## config.mk

```make
export PLATFORM = sky130hd
export DESIGN_NAME = cc20_front
export DESIGN_NICKNAME = d
export VERILOG_FILES = /design/src/design/cc20_pkg.sv /design/src/design/cc20_front.sv
export SDC_FILE = /design/constraint.sdc
export NUM_CORES = 1
export LEC_CHECK = 0
export BUFFER_PORTS_ARGS = -buffer_cell sky130_fd_sc_hd__buf_2
export CAP_MARGIN = 20
export CORE_MARGIN = 8
export CORE_UTILIZATION = 29
export CTS_CLUSTER_DIAMETER = 120
export DETAILED_ROUTE_END_ITERATION = 6
export PLACE_DENSITY = 0.8
export SYNTH_ARGS = -nofsm -noshare
export SYNTH_HDL_FRONTEND = slang
export SYNTH_SLANG_ARGS = --single-unit
```

## constraint.sdc

```tcl
create_clock -name clk -period 1.49 [get_ports clk]
set_input_delay 0.149 -clock clk [delete_from_list [all_inputs] [get_ports clk]]
set_output_delay 0.149 -clock clk [all_outputs]
set_load 0.05 [all_outputs]
```

## src/design/cc20_pkg.sv

```systemverilog
// Shared types, constants and functions of the ChaCha20 stream cipher.
`default_nettype none

package cc20_pkg;

  localparam int unsigned WordBits     = 32;
  localparam int unsigned BlockWords   = 16;
  localparam int unsigned Lanes        = 4;
  localparam int unsigned DoubleRounds = 10;
  // Each round is split into two half quarter-round steps
  localparam int unsigned HalfSteps    = DoubleRounds * 4;
  localparam int unsigned StepW        = $clog2(HalfSteps);
  localparam int unsigned QueueDepth   = 2;
  localparam int unsigned QPtrW        = $clog2(QueueDepth);
  localparam int unsigned CfgIdxW      = 3;

  localparam int unsigned RotA = 16;
  localparam int unsigned RotB = 12;
  localparam int unsigned RotC = 8;
  localparam int unsigned RotD = 7;

  localparam logic [2:0] CountFull = 3'd4;

  typedef logic [WordBits-1:0] word_t;
  typedef logic [StepW-1:0]    step_t;
  typedef logic [QPtrW-1:0]    qptr_t;
  typedef logic [QPtrW:0]      qcnt_t;

  // Final half step of the round sequence
  localparam step_t LastStep = step_t'(HalfSteps - 1);

  localparam logic [3:0][WordBits-1:0] Sigma = {
    32'h6b206574, 32'h79622d32, 32'h3320646e, 32'h61707865
  };

  // Configuration register indexes
  typedef enum logic [CfgIdxW-1:0] {
    REG_KEY01   = 3'd0,
    REG_KEY23   = 3'd1,
    REG_KEY45   = 3'd2,
    REG_KEY67   = 3'd3,
    REG_NONCE01 = 3'd4,
    REG_NONCE2  = 3'd5,
    REG_START   = 3'd6
  } cfg_reg_t;

  typedef struct packed {
    logic [7:0][WordBits-1:0] key;
    logic [2:0][WordBits-1:0] nonce;
    word_t                    start_ctr;
  } cfg_t;

  // One classified message word on its way to the back end
  typedef struct packed {
    word_t      data;
    logic [2:0] count;
    logic       last;
    logic       new_msg;
    logic       new_block;
    logic [3:0] pos;
  } item_t;

  typedef struct packed {
    word_t a;
    word_t b;
    word_t c;
    word_t d;
  } qr4_t;

  typedef enum logic [1:0] {
    BK_IDLE,
    BK_ROUND,
    BK_FINAL
  } bk_state_t;

  function automatic word_t rotl(word_t v, int unsigned r);
    return (v << r) | (v >> (WordBits - r));
  endfunction

  // First or second half of a quarter round
  function automatic qr4_t qr_half(qr4_t q, logic second);
    qr4_t o;
    o   = q;
    o.a = o.a + o.b;
    o.d = second ? rotl(o.d ^ o.a, RotC) : rotl(o.d ^ o.a, RotA);
    o.c = o.c + o.d;
    o.b = second ? rotl(o.b ^ o.c, RotD) : rotl(o.b ^ o.c, RotB);
    return o;
  endfunction

  // Lane mask of the valid bytes of a word
  function automatic word_t byte_mask(logic [2:0] cnt);
    word_t m;
    case (cnt)
      3'd1:    m = 32'h0000_00ff;
      3'd2:    m = 32'h0000_ffff;
      3'd3:    m = 32'h00ff_ffff;
      default: m = 32'hffff_ffff;
    endcase
    return m;
  endfunction

  // Word of the initial block state
  function automatic word_t init_word(cfg_t cfg, word_t ctr, logic [3:0] idx);
    logic [3:0] k;
    logic [3:0] n;
    word_t      w;
    k = idx - 4'd4;
    n = idx - 4'd13;
    if (idx < 4'd4) begin
      w = Sigma[idx[1:0]];
    end else if (idx < 4'd12) begin
      w = cfg.key[k[2:0]];
    end else if (idx == 4'd12) begin
      w = ctr;
    end else begin
      w = cfg.nonce[n[1:0]];
    end
    return w;
  endfunction

endpackage

`default_nettype wire

```

## src/design/cc20_front.sv

```systemverilog
// Front end: accepts message words, tracks message and block position.
`default_nettype none

module cc20_front (
  input  wire logic            clk,
  input  wire logic            rst_n,
  input  wire logic            in_valid,
  output logic                 in_stall,
  input  wire logic [31:0]     in_data_word,
  input  wire logic [2:0]      in_byte_count,
  input  wire logic            in_last_word,
  input  wire logic            q_full,
  output logic                 push,
  output cc20_pkg::item_t      push_item
);

  logic [3:0] pos_r;
  logic [3:0] pos_nxt;
  logic       in_msg_r;
  logic [3:0] cur_pos;

  assign in_stall = q_full;
  assign push     = in_valid && !q_full;

  // Restart position at a message start
  assign cur_pos = in_msg_r ? pos_r : 4'd0;
  assign pos_nxt = cur_pos + 4'd1;

  // Classify the word
  always_comb begin
    push_item.data      = in_data_word;
    push_item.count     = (in_byte_count == 3'd0 || in_byte_count > cc20_pkg::CountFull)
                          ? cc20_pkg::CountFull : in_byte_count;
    push_item.last      = in_last_word;
    push_item.new_msg   = !in_msg_r;
    push_item.new_block = (cur_pos == 4'd0);
    push_item.pos       = cur_pos;
  end

  // Advance position on each transfer
  always_ff @(posedge clk) begin
    if (!rst_n) begin
      pos_r    <= 4'd0;
      in_msg_r <= 1'b0;
    end else if (push) begin
      pos_r    <= pos_nxt;
      in_msg_r <= !in_last_word;
    end
  end

endmodule

`default_nettype wire

```

==> run_results.csv, run 1 <==
group,metric,value,unit
power_and_ir_drop,p_clk_frac,0.402,
power_and_ir_drop,seq_power_share,0.360,
clock_network,cts.clk_slew.worst_paths,50,ps
floorplan,initial_core_util,0.295,
hold_path,hold_class,"in2reg",
yosys,synth.cell_area,556,sq um
clock_network,cts_buffer_depth,2,
sta,setup_viol,0,
yosys,synth.top_cells.by_area,"buf_4 46%, dfxtp_1 18%, and2_2 5.4%",
flow_run,maxCapViolCount,0,
power_and_ir_drop,power,0.402,mW
route,viasPerCell,4.40,
global_routing,grt_max_degree,9,
sta,fmax,714,MHz
critical_path,crit_path_max_fanout,6,
critical_path,path_class,"reg2out",
global_routing,antenna_found_initial,0,
sta,min_period,1400,ps
critical_path,crit_arrival,1250,ps
global_routing,grt.overflow.total,0,
clock_network,cts_buffers,3,
yosys,avgSynthCellArea,7.72,sq um
critical_path,endpoint_kind,"primary output",
yosys,synth_cells,72,
clock_network,cts.sink_count,5,
floorplan,io_pins,84,
hold_path,hold_path_end,"in_msg_r",
status,status,"complete, no violations",
clock_network,cts_tree,"built",
sta,finClkSkew,3.00,ps
critical_path,r2r_start,"in_msg_r",
floorplan,core,0.00188,sq mm
route,num_vias,387,
layout,fill_cells,229,
power_and_ir_drop,p_sw_frac,0.334,
clock_network,ctsHoldBuffers,0,
placed_design,dpl.hpwl,1.05,mm
floorplan,fp.dieArea,0.00357,sq mm
critical_path,r2r_cells,3,
route,postRouteAntennaNets,0,
yosys,synth_most_common_cell,"buf_4",
layout,nets,103,
yosys,yosys.area.top_type,"buf_4",
power_and_ir_drop,pwr-share-comb,0.239,
placed_design,io_buffer_count,19,
yosys,ys_types,21,
yosys,async_reset_ff_frac,0,
route,drt-initial-drc-count,7,
power_and_ir_drop,power.switching,0.134,mW
sta,drv_slew,0,
clock_network,cts.root.buffer_cell,"clkbuf_4",
critical_path,crit_required,1340,ps
floorplan,die_w,59.8,um
sta,fin_tns_setup,0,ps
yosys,yosysSeqAreaShare,0.180,
layout,syn_to_final_growth,-13.1,%
sta,slew_headroom,0.829,
clock_network,insertion_delay,250,ps
power_and_ir_drop,p_leak,0.231,nW
route,drc,0,
layout,n_antenna_cell,0,
layout,layout-drive-gt1-share,0.525,
critical_path,timing.rr.end,"pos_r[2]",
placed_design,place.gp.congestion,0.723,
floorplan,die_y,59.8,um
power_and_ir_drop,power_density,831,mW/mm^2
power_and_ir_drop,intPower,0.267,mW
yosys,synth-seq-cells,5,
sta,rsz0062_at_grt,"false",
yosys,netlist.area_leader.share,0.459,
hold_path,hold_path.startpoint,"in_last_word",
critical_path,r2r_setup_slack,350,ps
critical_path,critPathLaunchType,"flip-flop",
sta,tightest_slew,259,ps
route,wl_per_cell,14.0,um
sta,fin_crit_sh,0.941,
yosys,yosys_most_used_dff,"dfxtp_1",
clock_network,h-tree-depth,1,
yosys,synth_common_cells,"34 x buf_4, 5 x dfxtp_1, 4 x and2_2, 4 x inv_1",
global_routing,first_global_vias,419,
sta,finalHoldViolations,0,
global_routing,grt_pass1_wl,1.86,mm
hold_path,hold_depth,2,
yosys,yosys_warnings,0,
yosys,synth_fp_nets,113,
yosys,synth-edff-count,0,
clock_network,postCtsSetupBuffers,0,
power_and_ir_drop,irDropWorstVdd,0.377,mV
route,first_pass_iters,4,
global_routing,grt_usage,0.0726,
route,wl,1.23,mm
floorplan,rows,16,
[layout by cell type (no fill, tap or decap), types with 2 or more instances in the layout]
cell	netlist	routed
buf_2	0	18
inv_1	4	4
and2_2	4	3
nand2_1	3	3
clkbuf_4	0	3
dfxtp_1	5	3
nand2b_1	2	2
nor2b_1	3	2
a21oi_1	2	2
nor2_1	2	2
a211oi_1	2	2
dfxtp_2	0	2
[layout make-up]
type	count	area (sq um)	share of cell area
flip-flops and latches	5	103	0.212
clock buffers	4	26.3	0.0544
inverters	5	18.8	0.0389
well taps	27	33.8	0.0699
repair buffers	19	101	0.210
multi-input cells	28	200	0.415
[power by group through the flow]
stage | registers (mW) | clock network [mW] | logic, mW
after floorplan | 0.145 | 0 | 0.304
after global placement | 0.146 | 0 | 0.0938
after detailed placement | 0.146 | 0 | 0.0965
after global routing | 0.145 | 0.176 | 0.103
final | 0.144 | 0.161 | 0.0958
after CTS | 0.144 | 0.168 | 0.0978
[how the worst max path moves through the flow]
stage	end	from	cells past startpoint
2_1_floorplan	push_item[4]	in_msg_r	2
3_3_place_gp	push_item[8]	in_byte_count[1]	5
3_5_place_dp	push_item[8]	in_byte_count[1]	5
4_1_cts	push_item[4]	in_msg_r	3
5_1_grt	push_item[4]	in_msg_r	3
6_report	push_item[4]	pos_r[1]	3
[routing by layer]
metal | share of wire | GRT usage | vias up | wire, um
met5 | 0 | 0 | - | 0
met4 | 0.072 | 0.0952 | 0 | 89
met3 | 0.16 | 0.0495 | 11 | 196
met2 | 0.44 | 0.109 | 35 | 542
met1 | 0.32 | 0.0535 | 165 | 399
li1 | - | - | 176 | -
[stage by stage]
stage | instances | hold slack [ps] | instance area, sq um | utilization | setup WS (ps)
floorplan | 72 | 245 | 573 | - | 7.41
global placement | 84 | 298 | 447 | 0.237 | 179
detailed placement | 84 | 298 | 447 | 0.237 | 130
CTS | 88 | 86.8 | 479 | 0.255 | 14.8
global route | 88 | 73.6 | 483 | 0.257 | 8.67
finish | 88 | 85.9 | 483 | 0.257 | 88.5
[logic make-up (layout without fill, tap and decap cells)]
group	count (synthesis)	count (layout)	share of synthesized area
AO/OA/AOI/OAI	7	7	0.0788
adder cells (fa/ha/maj)	1	1	0.0225
buffers and inverters	39	28	0.493
flip-flops	5	5	0.180
AND/OR/NAND/NOR	20	20	0.225
[state kept, by name (all words and copies together), names as in the netlist]
register and flops:
pos_r 4, in_msg_r 1
[critical path: stages, from the launching register on]
cell and delay, ps:
dfxtp_2 330, and2_2 220, nor4_4 260, buf_6 190
[timing repair]
item                       CTS  global route
pin swaps                    0             1
hold endpoints to repair     0             0
gates resized for setup      2             3
setup endpoints to repair    1             1
(Power assumes the default switching activity.)
==> inputs of run 2 (changes only) <==
Clock period 1.49 ns to 1.3 ns, I/O delays scaled along.
==> run_results.csv, run 2 (synthesized netlist as in run 1, its figures left out) <==
group,metric,value,unit
route,postRouteAntennaNets,0,
power_and_ir_drop,power,0.471,mW
global_routing,grt_pass1_wl,1.99,mm
sta,finalHoldViolations,0,
clock_network,cts_buffers,3,
route,drc,0,
layout,syn_to_final_growth,-4.96,%
sta,hold_slack,69.0,ps
placed_design,place.gp.congestion,0.723,
hold_path,hold_path_end,"in_msg_r",
critical_path,crit_arrival,1210,ps
clock_network,cts.root.buffer_cell,"clkbuf_4",
clock_network,cts.clk_slew.worst_paths,40,ps
sta,tightest_slew,257,ps
sta,slew_headroom,0.830,
power_and_ir_drop,power_density,892,mW/mm^2
global_routing,antenna_found_initial,0,
layout,layout-drive-gt1-share,0.561,
clock_network,ctsHoldBuffers,0,
layout,largest-register,"pos_r",
placed_design,dpl.cell_count,86,
layout,layout_common_cells,"17 x buf_2, 6 x buf_4, 4 x inv_1",
critical_path,r2r_start,"in_msg_r",
power_and_ir_drop,irDropWorstVdd,0.418,mV
critical_path,r2r_cells,4,
route,wl,1.29,mm
critical_path,r2r_setup_slack,90,ps
critical_path,critPathLaunchType,"flip-flop",
clock_network,cts.sink_count,5,
layout,reg_top3,"pos_r: 4 flops, in_msg_r: 1 flops",
clock_network,cts_buffer_depth,2,
hold_path,hold_depth,2,
placed_design,dpl.hpwl,1.06,mm
sta,timing.final.ws_setup,-35.8,ps
global_routing,grt_max_degree,7,
hold_path,hold_path.startpoint,"in_last_word",
hold_path,hold_class,"in2reg",
global_routing,grt_usage,0.0743,
layout,nets,108,
flow_run,maxCapViolCount,0,
sta,fmax,749,MHz
route,wl_per_cell,13.8,um
layout,final_common_cell,"buf_2",
global_routing,first_global_vias,452,
sta,min_period,1340,ps
critical_path,crit_required,1170,ps
global_routing,grt.overflow.total,0,
route,first_pass_iters,4,
layout,n_antenna_cell,0,
floorplan,die_w,59.8,um
placed_design,io_buffer_count,19,
critical_path,endpoint_kind,"primary output",
route,viasPerCell,4.43,
sta,setup_viol,1,
layout,largest_reg_flops,4,
sta,finClkSkew,2.00,ps
layout,fill_cells,213,
floorplan,io_pins,84,
route,drt-initial-drc-count,6,
sta,fin_crit_sh,1.03,
placed_design,place_ws,-29.8,ps
critical_path,timing.rr.end,"pos_r[2]",
floorplan,rows,16,
sta,drv_slew,0,
floorplan,die_y,59.8,um
floorplan,initial_core_util,0.295,
sta,rsz0062_at_grt,"true",
clock_network,insertion_delay,240,ps
clock_network,cts_tree,"built",
critical_path,crit_path_max_fanout,6,
power_and_ir_drop,p_leak,0.259,nW
route,num_vias,412,
floorplan,fp.dieArea,0.00357,sq mm
critical_path,path_class,"reg2out",
clock_network,h-tree-depth,1,
status,violations,"setup timing",
layout,layout.cells.non_filler,93,
floorplan,core,0.00188,sq mm
status,status,"finished, violations left",
[run 2: changes by cell type in the layout (fill, tap and decap cells not counted), sizes merged]
cell / previous run / this run
buf: 19 / 24
[run 2: worst max-delay path by stage]
stage / start / slack [ps] / end
6_report: in_msg_r / -40 / push_item[4]
5_1_grt: in_msg_r / -120 / push_item[4]
4_1_cts: in_msg_r / -60 / push_item[4]
3_3_place_gp: in_byte_count[1] / 30 / push_item[8]
2_1_floorplan: in_msg_r / -160 / push_item[4]
3_5_place_dp: in_byte_count[1] / -30 / push_item[8]
[run 2: layout make-up]
| class | instances | area (sq um) | area share |
|---|---|---|---|
| Multi-Input combinational cell | 28 | 203 | 0.384 |
| Timing Repair Buffer | 24 | 141 | 0.268 |
| Sequential cell | 5 | 105 | 0.199 |
| Tap cell | 27 | 33.8 | 0.0640 |
| Clock buffer | 4 | 26.3 | 0.0498 |
| Inverter | 5 | 18.8 | 0.0355 |
[run 2: metal layers]
metal  part of all wire  GRT usage
met3               0.14     0.0452
met1               0.36     0.0620
met4              0.043     0.0850
met2               0.46      0.112
met5                  0          0
[run 2: repair_timing]
item / CTS / global route
pin swaps: 1 / 0
setup buffers: 3 / 0
gates resized for setup: 9 / 0
hold endpoints to repair: 0 / 0
setup endpoints to repair: 6 / 1
[run 2: worst max-delay path, stage by stage (launching register included)]
cell and delay [ps]:
dfxtp_4 350, and2_4 150, nor4_4 270, buf_6 190
[run 2: power by group]
group | internal [mW] | switching, mW
sequential | 0.158 | 0.00464
combinational | 0.0435 | 0.0850
clock | 0.116 | 0.0637
[run 2: stage by stage]
stage	cell area (sq um)	setup TNS, ps	util
floorplan	573	-164	-
global placement	462	0	0.245
detailed placement	462	-29.8	0.245
CTS	528	-55.5	0.281
global route	528	-115	0.281
finish	528	-35.8	0.281
