**src/design/cc20_pkg.sv**
```systemverilog
// Shared types, constants and functions of the ChaCha20 stream cipher.
`default_nettype none

package cc20_pkg;

  localparam int unsigned WordBits     = 32;
  localparam int unsigned BlockWords   = 16;
  localparam int unsigned Lanes        = 4;
  localparam int unsigned DoubleRounds = 10;
  // Each round is split into two half quarter-round steps
  localparam int unsigned HalfSteps    = DoubleRounds * 4;
  localparam int unsigned StepW        = $clog2(HalfSteps);
  localparam int unsigned QueueDepth   = 2;
  localparam int unsigned QPtrW        = $clog2(QueueDepth);
  localparam int unsigned CfgIdxW      = 3;

  localparam int unsigned RotA = 16;
  localparam int unsigned RotB = 12;
  localparam int unsigned RotC = 8;
  localparam int unsigned RotD = 7;

  localparam logic [2:0] CountFull = 3'd4;

  typedef logic [WordBits-1:0] word_t;
  typedef logic [StepW-1:0]    step_t;
  typedef logic [QPtrW-1:0]    qptr_t;
  typedef logic [QPtrW:0]      qcnt_t;

  // Final half step of the round sequence
  localparam step_t LastStep = step_t'(HalfSteps - 1);

  localparam logic [3:0][WordBits-1:0] Sigma = {
    32'h6b206574, 32'h79622d32, 32'h3320646e, 32'h61707865
  };

  // Configuration register indexes
  typedef enum logic [CfgIdxW-1:0] {
    REG_KEY01   = 3'd0,
    REG_KEY23   = 3'd1,
    REG_KEY45   = 3'd2,
    REG_KEY67   = 3'd3,
    REG_NONCE01 = 3'd4,
    REG_NONCE2  = 3'd5,
    REG_START   = 3'd6
  } cfg_reg_t;

  typedef struct packed {
    logic [7:0][WordBits-1:0] key;
    logic [2:0][WordBits-1:0] nonce;
    word_t                    start_ctr;
  } cfg_t;

  // One classified message word on its way to the back end
  typedef struct packed {
    word_t      data;
    logic [2:0] count;
    logic       last;
    logic       new_msg;
    logic       new_block;
    logic [3:0] pos;
  } item_t;

  typedef struct packed {
    word_t a;
    word_t b;
    word_t c;
    word_t d;
  } qr4_t;

  typedef enum logic [1:0] {
    BK_IDLE,
    BK_ROUND,
    BK_FINAL
  } bk_state_t;

  function automatic word_t rotl(word_t v, int unsigned r);
    return (v << r) | (v >> (WordBits - r));
  endfunction

  // First or second half of a quarter round
  function automatic qr4_t qr_half(qr4_t q, logic second);
    qr4_t o;
    o   = q;
    o.a = o.a + o.b;
    o.d = second ? rotl(o.d ^ o.a, RotC) : rotl(o.d ^ o.a, RotA);
    o.c = o.c + o.d;
    o.b = second ? rotl(o.b ^ o.c, RotD) : rotl(o.b ^ o.c, RotB);
    return o;
  endfunction

  // Lane mask of the valid bytes of a word
  function automatic word_t byte_mask(logic [2:0] cnt);
    word_t m;
    case (cnt)
      3'd1:    m = 32'h0000_00ff;
      3'd2:    m = 32'h0000_ffff;
      3'd3:    m = 32'h00ff_ffff;
      default: m = 32'hffff_ffff;
    endcase
    return m;
  endfunction

  // Word of the initial block state
  function automatic word_t init_word(cfg_t cfg, word_t ctr, logic [3:0] idx);
    logic [3:0] k;
    logic [3:0] n;
    word_t      w;
    k = idx - 4'd4;
    n = idx - 4'd13;
    if (idx < 4'd4) begin
      w = Sigma[idx[1:0]];
    end else if (idx < 4'd12) begin
      w = cfg.key[k[2:0]];
    end else if (idx == 4'd12) begin
      w = ctr;
    end else begin
      w = cfg.nonce[n[1:0]];
    end
    return w;
  endfunction

endpackage

`default_nettype wire

```
**src/design/cc20_queue.sv**
```systemverilog
// Short queue between the front and back ends.
`default_nettype none

module cc20_queue (
  input  wire logic             clk,
  input  wire logic             rst_n,
  input  wire logic             push,
  input  wire cc20_pkg::item_t  push_item,
  output logic                  full,
  input  wire logic             pop,
  output logic                  head_valid,
  output cc20_pkg::item_t       head_item
);

  cc20_pkg::item_t entry_r [cc20_pkg::QueueDepth];
  cc20_pkg::qptr_t wr_ptr_r;
  cc20_pkg::qptr_t rd_ptr_r;
  cc20_pkg::qcnt_t fill_r;

  assign full       = (fill_r == cc20_pkg::qcnt_t'(cc20_pkg::QueueDepth));
  assign head_valid = (fill_r != '0);
  assign head_item  = entry_r[rd_ptr_r];

  // Store pushed entries
  always_ff @(posedge clk) begin
    if (push) begin
      entry_r[wr_ptr_r] <= push_item;
    end
  end

  // Advance pointers and fill level
  always_ff @(posedge clk) begin
    if (!rst_n) begin
      wr_ptr_r <= '0;
      rd_ptr_r <= '0;
      fill_r   <= '0;
    end else begin
      if (push) begin
        wr_ptr_r <= cc20_pkg::qptr_t'(wr_ptr_r + 1'b1);
      end
      if (pop) begin
        rd_ptr_r <= cc20_pkg::qptr_t'(rd_ptr_r + 1'b1);
      end
      if (push && !pop) begin
        fill_r <= cc20_pkg::qcnt_t'(fill_r + 1'b1);
      end else if (pop && !push) begin
        fill_r <= cc20_pkg::qcnt_t'(fill_r - 1'b1);
      end
    end
  end

endmodule

`default_nettype wire

```
**config.mk**
```make
export PLATFORM = sky130hd
export DESIGN_NAME = cc20_queue
export DESIGN_NICKNAME = d
export VERILOG_FILES = /design/src/design/cc20_pkg.sv /design/src/design/cc20_queue.sv
export SDC_FILE = /design/constraint.sdc
export NUM_CORES = 1
export LEC_CHECK = 0
export BUFFER_PORTS_ARGS = -buffer_cell sky130_fd_sc_hd__buf_2
export CORE_UTILIZATION = 55
export DETAILED_ROUTE_END_ITERATION = 6
export PLACE_DENSITY = 0.82
export REMOVE_ABC_BUFFERS = 1
export SKIP_LAST_GASP = 1
export SLEW_MARGIN = 20
export SYNTH_ARGS = -nofsm -noshare
export SYNTH_HDL_FRONTEND = slang
export SYNTH_SLANG_ARGS = --single-unit
```
**constraint.sdc**
```tcl
create_clock -name clk -period 4.8 [get_ports clk]
set_input_delay 0.96 -clock clk [delete_from_list [all_inputs] [get_ports clk]]
set_output_delay 0.96 -clock clk [all_outputs]
set_load 0.01 [all_outputs]
```
==> results of run 1 <==
layout make-up:
class | count | area share
inverter | 1 | 0.000951
clock inverter | 4 | 0.0114
timing repair buffer | 90 | 0.115
tap | 72 | 0.0228
clock buffer | 11 | 0.0333
multi-input combinational | 58 | 0.152
sequential | 89 | 0.665
worst min-delay path by stage:
stage                                        end  slack (ns)
after floorplan           fill_r[1]$_SDFFE_PN0P_        0.46
after global placement    fill_r[1]$_SDFFE_PN0P_        0.49
after detailed placement  fill_r[1]$_SDFFE_PN0P_        0.52
after CTS                 fill_r[1]$_SDFFE_PN0P_        0.56
after global routing      fill_r[1]$_SDFFE_PN0P_        0.59
final                     fill_r[1]$_SDFFE_PN0P_        0.56
metal layers:
| layer | up-vias | global-route usage |
|---|---|---|
| met1 | 794 | 0.218 |
| met5 | - | 0 |
| met3 | 9 | 0.0402 |
| met4 | 0 | 0.0982 |
| met2 | 66 | 0.292 |
| li1 | 783 | - |
cell usage in the layout (no fill, tap or decap), drive strengths merged, types with 2 or more instances in the layout:
| cell | synthesis | layout |
|---|---|---|
| nor2b | 2 | 2 |
| xor2 | 2 | 2 |
| clkinv | 0 | 3 |
| buf | 5 | 90 |
| and2 | 4 | 4 |
| clkbuf | 0 | 11 |
| mux2 | 42 | 42 |
| dfxtp | 5 | 5 |
| edfxtp | 84 | 84 |
worst max-delay path, stage by stage, from the launching register on:
cell	delay (ns)
dfxtp_2	0.98
mux2_2	0.43
buf_2	0.14
power by group through the flow:
| stage | Combinational [uW] | Sequential, uW | Clock [uW] |
|---|---|---|---|
| 3_5_place_dp | 162 | 938 | 0 |
| 4_1_cts | 163 | 921 | 479 |
| 6_report | 161 | 919 | 466 |
| 2_1_floorplan | 92.2 | 930 | 0 |
| 3_3_place_gp | 158 | 935 | 0 |
| 5_1_grt | 174 | 925 | 503 |
sequential cells by signal, indices dropped and copies added, names as in the netlist, named ones only:
signal	count
rd_ptr_r	1
entry_r	84
fill_r	2
wr_ptr_r	1
synthesized netlist by cell type:
cell / count / area, um^2
o21a_1: 1 / 7.51
or3_1: 1 / 6.26
mux2_2: 42 / 473
edfxtp_1: 84 / 2520
or2_2: 1 / 6.26
xor2_1: 2 / 17.5
xnor2_1: 1 / 8.76
dfxtp_1: 5 / 100
o21ai_0: 1 / 5.00
and2b_2: 1 / 8.76
a21boi_1: 1 / 7.51
buf_4: 4 / 30.0
ha_1: 1 / 12.5
and2_1: 4 / 25.0
nor2b_1: 2 / 12.5
inv_1: 1 / 3.75
buf_2: 1 / 5.00
cells by family (layout without fill, tap and decap cells):
family,count (synthesis),after routing
flip-flops,89,89
multiplexers,42,42
AND/OR/NAND/NOR,9,9
buffers and inverters,6,106
AO/OA/AOI/OAI,3,3
XOR/XNOR,3,3
adder cells (fa/ha/maj),1,1
metrics by stage:
stage	setup slack (ns)	utilization	cell area, um^2	cells
floorplan	1.49	-	3220	148
global placement	2.24	0.672	3770	310
detailed placement	2.26	0.672	3770	310
CTS	1.89	0.704	3950	325
global route	1.80	0.704	3950	325
finish	1.94	0.704	3950	325
==> results.md, run 1 <==
- Outcome: finished, final reports clean
- Core Footprint: 0.00561 mm^2
- Startpoint types: flip-flop
- R2R cell count: 1
- Top routing layer in use: met4
- Logic pwr share: 0.104
- Vias: 1,652
- Clk sinks: 89
- Flop pwr share: 0.595
- Xor and xnor fraction of the mapped netlist area: 0.00808
- WL/cell: 15.8 um
- R2R Path End: entry_r[1][13]$_DFFE_PP_
- Post-DRT Antenna Nets: 0
- Max FO, Critical Path: 42
- Min Tclk post-route: 2.86 ns
- M1 wire length: 2.19 mm
- Standard-cell rows: 27
- TNS Setup: 0 ns
- Synth Area in Compound Gates: 0.00616
- Final Hold Viols: 0
- FF-to-FF setup slack: 3.16 ns
- GP Congestion: 0.650
- H-tree depth: 3
- Worst-path clk slew: 0.07 ns
- Met3 routed WL: 338 um
- Worst EP required: 3.84 ns
- Switching power: 330 uW
- Overall Global Routing Usage: 0.177
- Clk root buf: clkbuf_8
- Setup CP Type: flip-flop to output port
- Seq cells post-synth: 89
- Layout area overhead: 21.4%
- Period Utilization, post-route: 0.596
- FF+latch area: 0.00262 mm^2
- Vias in the first global route: 1,637
- Slew HR: 0.319
- Worst Hold Launch: fill_r[1]$_SDFFE_PN0P_
- # resized after CTS: 0
- CP arrival: 1.90 ns
- Initial DRC count: 43
- Total CTS buffers: 9
- Initial Util: 0.580
- Final setup fails: 0
- Setup crit end: head_item[24]
- Final clock skew: 0.00757 ns
- Clock share of power: 0.301
- Pin count of the biggest net entering global routing: 43
- Sw frac: 0.213
- Worst min path class: flip-flop to flip-flop
- Hold buffers post-CTS: 0
- Yosys warnings: 0
- CTS tree: built
- Area of the multi-input gates: 599 um^2
- Netlist cell types: 17
- R2R Path Start: wr_ptr_r$_SDFFE_PN0P_
- Hpwl dp: 3.37 mm
- Routed wl met2: 2.53 mm
- Clk_lat worst skew: 0.34 ns
- First-pass GRT wire length: 7.85 mm
- Post-synthesis simple-gate area fraction: 0.0181
- Syn Std Cell Area: 0.00325 mm^2
- Initial antenna violation count: 0
- IO Pins: 90
- Die area: 0.00622 mm^2
- IR Drop Worst-Case VDD: 0.269 mV
- Mapped Cells: 153
- Power Internal: 1220 uW
- Avg Inst Size Synth: 21.3 um^2
- Hold Path Depth: 2
- Layout fillers: 407
- Share of cells above drive strength 1: 0.593
- DRT Pass-1 Iters: 4
- Fin nets: 296
- Slew Limit Fails: 0
- Die Ht: 78.9 um
- Post CTS Setup Buffer Count: 0
- I/O Buffers: 89
- Max_cap viols: 0
- Register area share after synthesis: 0.806
- CP endpoint kind: output port
- Total grt overflow: 0
- DR vias/cell: 5.08
- Synth Area in Adders: 0.00385
- Final Power: 1550 uW
- Final wirelength: 5.15 mm
- Worst slew pin tran: 1.02 ns
- Clock tree buffer depth: 2
- Hold WS: 0.557 ns
- Post-synthesis mux area share: 0.145
- Fmax: 350 MHz
- DRC viols: 0
- RSZ-0062 raised after global routing: no
- Pwr/cell area: 392 mW/mm^2
- Lkg Pwr: 0.00150 uW
- Die W: 78.9 um
- Antenna cells: 0
- Main combinational cell family by area after synthesis: multiplexers
No activity file was read; power rests on OpenSTA's default activity.
==> run 2: changes to the inputs <==
Settings changed: ABC_AREA from default to 1, CORE_UTILIZATION 55 to 52, PLACE_DENSITY 0.82 to 0.78.
Clock period 4.8 ns to 3 ns, I/O delays scaled along.
==> results.md, run 2 <==
- Final Hold Viols: 0 (unchanged)
- Vias: 1,685 (+2.0%)
- Overall Global Routing Usage: 0.151 (-0.0262)
- Seq cells post-synth: 89 (unchanged)
- Met3 Resource Use GR: 0.0584 (+0.0181)
- Post-DRT Antenna Nets: 0 (unchanged)
- Period Utilization, post-route: 0.781
- Register area share after synthesis: 0.757 (-0.0495)
- Max reg flops: 84 (unchanged)
- Synth async-reset ratio: 0 (unchanged)
- Initial Util: 0.543 (-0.0374)
- Met1 usage: 0.180 (-0.0376)
- Outcome: finished, final reports clean
- Synth area leader: edfxtp_1
- Max FO, Critical Path: 29 (-31%)
- Synth top cells by count: edfxtp_1, mux2_4, nand2_1
- Layout area overhead: 18.7%
- Initial antenna violation count: 0 (unchanged)
- Final setup fails: 0 (unchanged)
- Max_cap viols: 0 (unchanged)
- GRT met2 Usage: 0.247 (-0.0453)
- Setup ws final: 0.658 ns (-1.28 ns)
- Clock tree buffer depth: 2 (unchanged)
- Most frequent cells in the layout: buf_2, edfxtp_1, mux2_4, nand2_1, clkbuf_8
- Die W: 83.6 um (+6.0%)
- Share of the synthesized area in the top cell type: 0.728 (-0.0476)
- Largest regs: entry_r (84), fill_r (2)
- Most frequent cell after synthesis: edfxtp_1
- Lkg Pwr: 0.00168 uW (+12%)
- Worst min path class: primary input to flip-flop
- Hold buffers post-CTS: 0 (unchanged)
- Slew Limit Fails: 0 (unchanged)
- Mapped Cells: 166 (+8.5%)
- Slew HR: 0.399 (+0.0793)
- Final clock skew: 0.0105 ns (+0.00289 ns)
- Pin count of the biggest net entering global routing: 43 (unchanged)
- Core Footprint: 0.00639 mm^2 (+14%)
- Total grt overflow: 0 (unchanged)
- Hold WS: 0.447 ns (-0.109 ns)
- Clock share of power: 0.270 (-0.031)
- Setup CP Type: flip-flop to output port
- Sw frac: 0.217 (+0.00357)
- Power Internal: 1870 uW (+54%)
- GR peak layer: met2
- GP Congestion: 0.662 (+1.9%)
- DR vias/cell: 4.90 (-3.6%)
- Dpl cells: 329 (+6.1%)
- DRT Pass-1 Iters: 4 (unchanged)
- Placed Area: 0.00396 mm^2 (+5.1%)
- Hpwl dp: 3.49 mm (+3.8%)
- I/O Buffers: 89 (unchanged)
- CTS tree: built
- # resized after CTS: 0 (unchanged)
- Finished Cell Area: 0.00411 mm^2 (+4.2%)
- Worst EP required: 2.40 ns (-1.44 ns)
- Post CTS Setup Buffer Count: 0 (unchanged)
- WL/cell: 14.8 um (-6.5%)
- Standard-cell rows: 29 (+7.4%)
- Ys flop type: edfxtp_1
- Non-Filler Instances: 344 (+5.8%)
- CP endpoint kind: output port
- Fin nets: 310 (+4.7%)
- Die Ht: 83.6 um (+6.0%)
- First-pass GRT wire length: 7.80 mm (-0.61%)
- H-tree depth: 3 (unchanged)
- Final wirelength: 5.10 mm (-1.0%)
- Clk sinks: 89 (unchanged)
- Setup Slack @ Placement: 1.00 ns (-1.26 ns)
- Yosys warnings: 0 (unchanged)
- Logic pwr share: 0.118 (+0.014)
- Antenna cells: 0 (unchanged)
- Pwr/cell area: 579 mW/mm^2 (+48%)
- Initial DRC count: 44 (+2.3%)
- RSZ-0062 raised after global routing: no
- Avg Inst Size Synth: 20.9 um^2 (-1.8%)
- Share of cells above drive strength 1: 0.554 (-0.0386)
- Top reg by flops: entry_r
- IR Drop Worst-Case VDD: 0.439 mV (+63%)
- Startpoint types: flip-flop
- Flop pwr share: 0.612 (+0.017)
- Clk root buf: clkbuf_8
- Netlist cell types: 14 (-3)
- Most common cell after layout, fill and taps aside: buf_2
- Fmax: 427 MHz
- Post-synth EDFFs: 84 (unchanged)
- Switching power: 517 uW (+57%)
- Clk_lat worst skew: 0.33 ns (about the same)
- Synth area leaders: edfxtp_1, mux2_4, dfxtp_1
- Worst slew pin tran: 0.901 ns (-0.120 ns)
- IO Pins: 90 (unchanged)
- Die area: 0.00699 mm^2 (+12%)
- Syn Std Cell Area: 0.00346 mm^2 (+6.5%)
- Min Tclk post-route: 2.34 ns
- DRC viols: 0 (unchanged)
- CP arrival: 1.74 ns (-0.16 ns)
- TNS Setup: 0 ns (unchanged)
- Worst-path clk slew: 0.08 ns (about the same)
- Vias in the first global route: 1,623 (-0.86%)
- Total CTS buffers: 9 (unchanged)
==> run 2: changes by cell type after synthesis, moves of 2 or more <==
cell / before / now
and2_1: 4 / 0
mux2_2: 42 / 2
nor2b_1: 2 / 0
buf_4: 4 / 0
nand2_1: 0 / 9
nor2_1: 0 / 8
buf_12: 0 / 4
inv_1: 1 / 8
xor2_1: 2 / 0
mux2_4: 0 / 40
==> run 2: logic make-up (layout without fill, tap and decap cells) <==
family / count (synthesis) / in the layout / share of synthesized area
flip-flops: 89 / 89 / 0.757
AO/OA/AOI/OAI: 2 / 2 / 0.00289
buffers and inverters: 13 / 114 / 0.0350
AND/OR/NAND/NOR: 19 / 19 / 0.0217
adder cells (fa/ha/maj): 1 / 1 / 0.00361
multiplexers: 42 / 42 / 0.180
==> run 2: final cells by class <==
type | instances | area [um^2]
clock buffer | 9 | 124
sequential | 89 | 2620
fill | 489 | 2270
tap | 77 | 96.3
inverter | 8 | 30.0
multi-input combinational | 64 | 728
timing repair buffer | 91 | 485
clock inverter | 6 | 26.3
==> run 2: worst max-delay path, stage by stage (launching register included) <==
cell     delay (ns)
dfxtp_2        0.63
buf_12         0.29
mux2_4         0.33
buf_2          0.14
==> run 2: metal layers <==
| metal | part of all wire | routed length, um | up-vias |
|---|---|---|---|
| met2 | 0.50 | 2570 | 59 |
| met1 | 0.42 | 2130 | 803 |
| met5 | 0 | 0 | - |
| met3 | 0.069 | 354 | 4 |
| met4 | 0.0088 | 45 | 0 |
| li1 | - | - | 819 |
==> run 2: power by group through the flow <==
| stage | sequential, uW | clock, uW | combinational, uW |
|---|---|---|---|
| after floorplan | 1490 | 0 | 165 |
| after global placement | 1480 | 0 | 281 |
| after detailed placement | 1490 | 0 | 286 |
| after CTS | 1460 | 667 | 286 |
| after global routing | 1460 | 716 | 304 |
| final | 1460 | 643 | 282 |
==> run 2: through the flow <==
| step | utilization | total power (uW) |
|---|---|---|
| global route | 0.644 | 2490 |
| detailed placement | 0.621 | 1770 |
| floorplan | - | 1660 |
| CTS | 0.644 | 2410 |
| finish | 0.644 | 2380 |
| global placement | 0.621 | 1770 |
==> run 2: final timing paths <==
path	slack, ns	start	to	cells after the start
worst max register to register	1.43	wr_ptr_r$_SDFFE_PN0P_	entry_r[1][38]$_DFFE_PP_	2
worst min-delay path	0.45	push_item[19]	entry_r[1][19]$_DFFE_PP_	1
worst max-delay path	0.66	flip-flop	head_item[31]	3
worst min register to register	0.51	rd_ptr_r$_SDFFE_PN0P_	rd_ptr_r$_SDFFE_PN0P_	2
